File: config.mk
export PLATFORM = sky130hd
export DESIGN_NAME = pktd_chan
export DESIGN_NICKNAME = d
export VERILOG_FILES = /design/src/hdl/pktd_pkg.sv /design/src/hdl/pktd_chan.sv
export SDC_FILE = /design/constraint.sdc
export NUM_CORES = 2
export LEC_CHECK = 0
export BUFFER_PORTS_ARGS = -buffer_cell sky130_fd_sc_hd__buf_2
export CAP_MARGIN = 20
export CORE_MARGIN = 3
export CORE_UTILIZATION = 55
export CTS_CLUSTER_SIZE = 14
export DETAILED_ROUTE_END_ITERATION = 8
export GPL_ROUTABILITY_DRIVEN = 0
export PLACE_DENSITY = 0.69
export SYNTH_ARGS = -nofsm -noshare
export SYNTH_HDL_FRONTEND = slang
export SYNTH_SLANG_ARGS = --single-unit
export TNS_END_PERCENT = 1
File: constraint.sdc
create_clock -name clk -period 9.4 [get_ports clk]
set_input_delay 0 -clock clk [delete_from_list [all_inputs] [get_ports clk]]
set_output_delay 0 -clock clk [all_outputs]
set_load 0.005 [all_outputs]
File: src/hdl/pktd_pkg.sv
// ----------------------------------------------------------------------------
// pktd_pkg
// Shared types and constants of the per-pixel Kalman temporal denoiser.
// ----------------------------------------------------------------------------
package pktd_pkg;

  localparam int MAX_PIXELS = 262144;
  localparam int POS_W      = 18;
  localparam int FP_W       = 19;
  localparam int NUM_CH     = 3;
  localparam int DIV_STEPS  = 9;
  // registers inside one channel datapath: diff, products, sum, divider, gain products
  localparam int CHAN_LAT   = 4 + DIV_STEPS;
  // input stage plus channel datapath
  localparam int PIPE_LEN   = 1 + CHAN_LAT;

  typedef enum logic [2:0] {
    REG_MIX         = 3'd0,
    REG_NOISE_BLUE  = 3'd1,
    REG_NOISE_GREEN = 3'd2,
    REG_NOISE_RED   = 3'd3,
    REG_FRAME_PIX   = 3'd4
  } cfg_reg_t;

  typedef struct packed {
    logic [NUM_CH-1:0][7:0] est;
    logic [NUM_CH-1:0][7:0] vr;
  } pix_word_t;

  typedef struct packed {
    logic [POS_W-1:0]       pos;
    logic                   last;
    logic                   seed;
    logic [NUM_CH-1:0][7:0] meas;
  } meta_t;

endpackage

File: src/hdl/pktd_chan.sv
// ----------------------------------------------------------------------------
// pktd_chan
// One color channel of the Kalman update, pipelined with a shared stall enable.
// ----------------------------------------------------------------------------
module pktd_chan import pktd_pkg::*; (
  input  logic       clk,
  input  logic       en,
  input  logic [7:0] mix,
  input  logic [7:0] noise,
  input  logic [7:0] meas,
  input  logic [7:0] est,
  input  logic [7:0] vari,
  output logic [7:0] est_new,
  output logic [7:0] var_new
);

  logic signed [8:0]  diff_w;
  logic [7:0]         absd_w;
  logic signed [8:0]  c1_diff;
  logic [15:0]        c1_sq;
  logic [7:0]         c1_est;
  logic [7:0]         c1_var;

  logic [16:0]        c2_pa;
  logic [23:0]        c2_pb;
  logic signed [8:0]  c2_diff;
  logic [7:0]         c2_est;

  logic [23:0]        vm_w;
  logic [24:0]        den_w;

  logic [31:0]        dv_rem  [DIV_STEPS+1];
  logic [24:0]        dv_den  [DIV_STEPS+1];
  logic [8:0]         dv_q    [DIV_STEPS+1];
  logic [23:0]        dv_vm   [DIV_STEPS+1];
  logic signed [8:0]  dv_diff [DIV_STEPS+1];
  logic [7:0]         dv_est  [DIV_STEPS+1];
  logic               dv_zero [DIV_STEPS+1];

  logic [8:0]         k_w;
  logic signed [18:0] c4_pk;
  logic [31:0]        c4_pv;
  logic [7:0]         c4_est;

  logic signed [19:0] ev;
  logic [32:0]        vv;

  assign diff_w = $signed({1'b0, meas}) - $signed({1'b0, est});
  assign absd_w = diff_w[8] ? 8'(-diff_w) : diff_w[7:0];

  always_ff @(posedge clk) begin
    if (en) begin
      c1_diff <= diff_w;
      c1_sq   <= 16'(absd_w * absd_w);
      c1_est  <= est;
      c1_var  <= vari;
    end
  end

  always_ff @(posedge clk) begin
    if (en) begin
      c2_pa   <= 17'((9'd256 - {1'b0, mix}) * c1_var);
      c2_pb   <= 24'(mix * c1_sq);
      c2_diff <= c1_diff;
      c2_est  <= c1_est;
    end
  end

  assign vm_w  = {7'b0, c2_pa} + c2_pb;
  assign den_w = {1'b0, vm_w} + {9'b0, noise, 8'b0};

  always_ff @(posedge clk) begin
    if (en) begin
      dv_rem[0]  <= {vm_w, 8'b0};
      dv_den[0]  <= den_w;
      dv_q[0]    <= '0;
      dv_vm[0]   <= vm_w;
      dv_diff[0] <= c2_diff;
      dv_est[0]  <= c2_est;
      dv_zero[0] <= (den_w == '0);
    end
  end

  // restoring divider, one quotient bit per stage, msb first
  for (genvar j = 0; j < DIV_STEPS; j++) begin : g_div
    logic [33:0] sub;
    logic        fit;
    assign sub = {9'b0, dv_den[j]} << (DIV_STEPS - 1 - j);
    assign fit = ({2'b0, dv_rem[j]} >= sub);
    always_ff @(posedge clk) begin
      if (en) begin
        dv_rem[j+1]  <= fit ? (dv_rem[j] - sub[31:0]) : dv_rem[j];
        dv_q[j+1]    <= {dv_q[j][7:0], fit};
        dv_den[j+1]  <= dv_den[j];
        dv_vm[j+1]   <= dv_vm[j];
        dv_diff[j+1] <= dv_diff[j];
        dv_est[j+1]  <= dv_est[j];
        dv_zero[j+1] <= dv_zero[j];
      end
    end
  end

  assign k_w = dv_zero[DIV_STEPS] ? 9'd0 : dv_q[DIV_STEPS];

  always_ff @(posedge clk) begin
    if (en) begin
      c4_pk  <= 19'($signed({1'b0, k_w}) * dv_diff[DIV_STEPS]);
      c4_pv  <= 32'((10'd256 - {1'b0, k_w}) * dv_vm[DIV_STEPS][23:1]);
      c4_est <= dv_est[DIV_STEPS];
    end
  end

  assign ev = $signed({4'b0, c4_est, 8'b0}) + 20'(c4_pk) + 20'sd128;
  assign vv = {1'b0, c4_pv} + 33'd16384;

  always_comb begin
    if (ev[19]) begin
      est_new = 8'd0;
    end else if (ev[18:16] != 3'b0) begin
      est_new = 8'd255;
    end else begin
      est_new = ev[15:8];
    end
    if (vv[32:23] != 10'b0) begin
      var_new = 8'd255;
    end else begin
      var_new = vv[22:15];
    end
  end

endmodule
# ---- After elaboration in Yosys (flattened, before gate mapping)
# Memory sizes are Yosys's and may differ from the RTL's. A register that Yosys moved wholly into a read port is not among the register bits.
# Index checks and enable logic that the tools add are counted.
dict set report word_totals {
  regBits 150
  latch_bits 0
  ram_bits 1080
  romBits 0
  inputBits 42
  output_inout_bits 16
  word_cells 68
  memories 7
}
# name depth width rd rd_ports_with_merged_regs wr line_no
set memory_table {}
lappend memory_table {dv_rem 10 32 9 0 10 pktd_chan.sv:32} ;# logic [31:0] dv_rem [DIV_STEPS+1];
lappend memory_table {dv_den 10 25 9 0 10 pktd_chan.sv:33} ;# logic [24:0] dv_den [DIV_STEPS+1];
lappend memory_table {dv_vm 10 24 10 0 10 pktd_chan.sv:35} ;# logic [23:0] dv_vm [DIV_STEPS+1];
lappend memory_table {dv_diff 10 9 10 0 10 pktd_chan.sv:36} ;# logic signed [8:0] dv_diff [DIV_STEPS+1];
lappend memory_table {dv_q 10 9 10 0 10 pktd_chan.sv:34} ;# logic [8:0] dv_q [DIV_STEPS+1];
lappend memory_table {dv_est 10 8 10 1 10 pktd_chan.sv:37} ;# logic [7:0] dv_est [DIV_STEPS+1];
lappend memory_table {{+1 memories} - - - - - -}
dict set report op_classes {
  add_sub_neg 18
  n_mul 5
  div_mod_pow 0
  magnitude_cmp 9
  n_eq_ne 0
  shift 0
  mux 16
  bitwise 0
  reduce_logical 3
}
# operator count
set ops {}
lappend ops {{2-to-1 mux 32 bit} 9}
lappend ops {{subtractor 32 bit} 2}
lappend ops {{adder 32 x 15 -> 33 bit (second input constant)} 1}
lappend ops {{>= comparator 32 x 33 -> 1 bit} 1}
lappend ops {{>= comparator 32 x 25 -> 1 bit} 1}
lappend ops {{>= comparator 32 x 26 -> 1 bit} 1}
lappend ops {{>= comparator 32 x 27 -> 1 bit} 1}
lappend ops {{>= comparator 32 x 28 -> 1 bit} 1}
lappend ops {{>= comparator 32 x 29 -> 1 bit} 1}
lappend ops {{>= comparator 32 x 30 -> 1 bit} 1}
lappend ops {{>= comparator 32 x 31 -> 1 bit} 1}
lappend ops {{>= comparator 32 bit} 1}
lappend ops {{multiplier 10 x 24 -> 32 bit} 1}
lappend ops {{2-to-1 mux 8 bit} 4}
lappend ops {{subtractor 32 x 25 -> 32 bit} 1}
lappend ops {{subtractor 32 x 26 -> 32 bit} 1}
lappend ops {{subtractor 32 x 27 -> 32 bit} 1}
lappend ops {{subtractor 32 x 28 -> 32 bit} 1}
lappend ops {{subtractor 32 x 29 -> 32 bit} 1}
lappend ops {{subtractor 32 x 30 -> 32 bit} 1}
lappend ops {{subtractor 32 x 31 -> 32 bit} 1}
lappend ops {{adder 24 x 16 -> 25 bit} 1}
lappend ops {{logical NOT 25 bit} 1}
lappend ops {{adder 17 x 24 -> 24 bit} 1}
lappend ops {{other kinds (14)} 15}

# ---- Longest topological paths before layout
dict set report logic_depth {
  depth_word 5
  depth_mapped 33
  depth_no_buf 33
}

# ---- Worst setup path after synthesis
# Ideal clock, no wire load.
dict set report synth_timing {
  kind {register to register}
  start {mem dv_zero[9]}
  end {reg c4_pv[26], data pin}
  setup_time_ns 0.137
  arrival_time_ns 7.004
  required_time_ns 9.263
  slack_ns 2.259
  stages_incl_launch_ff 28
  n_path_buf 3
  period_less_slack_ns 7.141
  path_cell_list {edfxtp_1 -> nor2b_1 -> clkbuf_1 -> clkbuf_1 -> inv_1 -> ha_1 -> nand2_1 -> xor2_1 -> clkbuf_1 -> nand2_1 -> fa_1 -> inv_1 -> fa_1 -> fa_1 -> fa_1 -> inv_1 -> fa_1 -> inv_1 -> ha_1 -> or3_1 -> a2111oi_0 -> o21ai_1 -> a41oi_2 -> o31ai_2 -> o221ai_2 -> a21oi_1 -> or4_1 -> nand4_1}
}
# item line_no
set synth_lines {}
lappend synth_lines {{start, declared} pktd_chan.sv:38} ;# logic dv_zero [DIV_STEPS+1];
lappend synth_lines {{end signal, assigned} pktd_chan.sv:108} ;# c4_pv <= 32'((10'd256 - {1'b0, k_w}) * dv_vm[DIV_STEPS][23:1]);
lappend synth_lines {{end, declared} pktd_chan.sv:42} ;# logic [31:0] c4_pv;

==> metrics.md <==
| Metric | Value |
|---|---|
| Fin crit period | `roughly 8200 ps` |
| Top cell by count, worst path | `fa_1` |
| Post-synthesis compound-gate area fraction | `between 8 and 9%` |
| Root Buffer | `clkbuf_16` |
| CTS tree | `yes` |
| Io pins | `58` |
| Max incr delay on CP | `about 700 ps` |
| Main synth FF type | `edfxtp_1` |
| Setup violators final | `0` |
| Synth top area cells | `edfxtp_1 (47%), fa_1 (12%), ha_1 (10%)` |
| Final Slew Violations | `0` |
| DP Area | `64,200 sq um` |
| Largest family of logic cells by synthesized area | `adder cells` |
| Die Span X | `343 um` |
| CTS clk-pin slew, worst paths | `about 60 ps` |
| First-pass GRT wire length | `around 200 mm` |
| Synth async-reset ratio | `0%` |
| Clk buf depth | `3` |
| Clk Latency, worst-skew pair | `around 700 ps` |
| Register area | `approximately 29,000 sq um` |
| Die area | `between 100,000 and 150,000 sq um` |
| Max_slew headroom | `27.5%` |
| Setup Fix Bufs, Post-CTS | `0` |
| Mapped Cells | `~5,300` |
| Delay-heaviest family, CP | `adder cells` |
| Worst-Margin Slew | `between 1000 and 1500 ps` |
| Post-synth top area share | `between 40% and 50%` |
| Share of cells above drive strength 1 | `about 7%` |
| CTS buffer count | `between 100 and 150` |
| Die Y-Extent | `343 um` |
| Synth area leader | `edfxtp_1` |
| Number of nets in the final layout | `between 6,000 and 7,000` |
| Port Buffers | `57` |
| Multi-input gate area | `29,700 sq um` |
| WP data arrival | `just under 9000 ps` |
| Setup tns final | `0 ps` |
| Hold slack final | `approximately 47 ps` |
| Ant diodes | `0` |
| Largest net degree at the start of global routing | `about 190` |
| Post-synth EDFFs | `roughly 1,000` |
| Fmax | `about 0.12 GHz` |
| Vias per cell | `between 5 and 6` |
| Total GRT Usage | `21.1%` |
| 1st-pass router iterations | `6` |
| Final Skew | `approximately 47 ps` |
| Vias | `around 38,000` |
| Routed WL per cell | `roughly 17 um` |
| Library cells used by synthesis | `95` |
| Nature of the critical path startpoint | `flip-flop` |
| Routed WL | `approximately 120 mm` |
| Resize count post-CTS | `0` |
| Outcome | `complete, no violations` |
| Initial drt markers | `around 2,500` |
| Post-DP HPWL | `91.8 mm` |
| # fillers | `just under 9,000` |
| Total grt overflow | `0` |
| Adder-cell area share of the yosys netlist | `around 22%` |
| Starting density of the core | `around 56%` |
| RSZ-0062 raised after global routing | `false` |
| H-tree levels | `3` |
| CP bufs+invs | `3` |
| Core Box Area | `around 110,000 sq um` |
| Initial antenna violation count | `2` |
| Synth Area in Simple Gates | `between 10% and 20%` |
| Required @ worst endpoint | `~10000 ps` |
| CP max stage cell | `xor2_1` |
| Mapped Area | `62,300 sq um` |
| Final Hold Vio Count | `0` |
| CTS sink count | `around 1,000` |
| # DRC | `0` |
| Cell Chain, Critical Path | `nor2b_1, inv_1, ha_1, nand2_1, xor2_1, buf_4, nand2_1, fa_1, inv_1, fa_1, fa_1, fa_1, fa_1, ha_1, or3_1, a2111oi_0, o21ai_1, a41oi_2, o31ai_2, o221ai_2, a21oi_1, or4_1, nand4_1` |
| Area delta synth->final | `9.28%` |
| Kind of critical path | `flip-flop to flip-flop` |
| Yosys warnings | `0` |
| Maxcap violations | `0` |
| # rows | `~120` |
| Synth Area in XOR/XNOR | `approximately 4.3%` |
| Class of the worst hold path | `input pin to flip-flop` |
| #FFs+latches synth | `approximately 1,000` |
| Mux contribution to synthesized area | `between 1.5 and 2%` |
| Fin crit share | `slightly below 90%` |
| Sequential area share after synthesis | `roughly 47%` |
| Antenna-violating nets left | `0` |
| Design area | `approximately 68,000 sq um` |
| CP max FO | `14` |
| Via count of the first global-routing pass | `38,900` |
| Average cell area after synthesis | `about 12 sq um` |
| Crit. End Element | `flip-flop` |
| Syn Nets | `6,234` |
==> through the flow <==
stage / utilization [%] / setup WS, ps / cells
detailed placement: 57.6 / 1080 / 6770
finish: 61.0 / 1220 / 7007
global placement: 57.6 / 1440 / 6770
CTS: 61.0 / 1090 / 7006
global route: 61.0 / 703 / 7007
floorplan: - / 2260 / 5314
==> per-layer routing <==
layer / track usage, % / share of wire, %
met1: 26.4 / 41
met2: 37.9 / 52
met3: 2.54 / 3.4
met4: 7.59 / 3.7
met5: 0 / 0
==> registers in the layout, summed over array words and instances (netlist names), 14 cells and up <==
register,count
c1_sq,14
dv_est,80
dv_den,225
dv_rem,220
c2_pa,17
c2_pb,24
c4_pv,18
dv_diff,90
dv_q,45
dv_vm,167
==> Yosys cell counts, types with 49 or more instances <==
master      n
edfxtp_1  972
inv_1     790
ha_1      506
nand2_1   402
fa_1      372
nor2_1    273
a21oi_1   242
and2_1    234
xnor2_1   222
o21ai_0   128
a21o_1    113
clkbuf_1   90
xor2_1     83
mux2_2     77
nor3_1     76
nor2b_1    68
nand3_1    60
o21a_1     49
==> cells by family (layout without fill, tap and decap cells) <==
group	Yosys count	in the layout
AOI/OAI and AO/OA	804	804
buffers and inverters	906	1111
adders and majority gates	878	878
muxes	108	108
DFF	972	972
and+or+nand+nor	1337	1337
other	2	2
xor gates and xnor gates	307	307
==> final timing paths <==
check,cells past startpoint,slack [ps],endpoint,start
max,23,1220,c4_pv[26],dv_zero[9]
min,5,50,c1_diff[1],meas[0]
max reg2reg,23,1220,c4_pv[26],dv_zero[9]
min reg2reg,0,390,dv_vm[8][18],dv_vm[7][18]
==> cell usage in the layout, fill, tap and decap left out, types with 14 or more instances in the layout <==
master	instances
nor4_1	20
clkbuf_16	104
nand2_1	402
o21ai_1	16
nor3_1	76
a21oi_1	242
buf_4	25
a21boi_0	22
nand3_1	60
and2_1	234
o211ai_1	21
or3_1	32
a21o_1	113
dlygate4sd3_1	42
o21bai_1	24
nand2b_1	42
ha_1	506
buf_2	56
or2_2	26
a211oi_1	29
fa_1	372
nor2_1	271
nand4_1	30
inv_1	790
a31oi_1	22
edfxtp_1	972
mux2_2	77
o31ai_1	14
xnor2_1	220
clkinvlp_4	14
nor2b_1	67
clkinv_1	31
o21ai_0	127
and3_1	28
mux2_1	17
o21a_1	49
xor2_1	83
==> tightest hold or removal path, delay by kind of cell <==
kind                     cells  cell delay (ps)
buffers and inverters        3              170
adder cells (fa/ha/maj)      2              410
==> cell type report <==
cell class,instances,share of cell area [%]
clock buffers,112,3.87
clock inverters,82,1.16
inverters,791,4.36
multi-input cells,3436,43.6
flip-flops and latches,972,42.9
well taps,1488,2.73
repair buffers,126,1.39
==> timing repair <==
| action | CTS | global route |
|---|---|---|
| endpoints found under the hold margin | 137 | 0 |
| hold buffers | 42 | 0 |
| setup endpoints to repair | 0 | 0 |
Power is left out: the tool's default activity adds up to more than one toggle a clock period on the data nets, which glitch-free logic cannot reach.
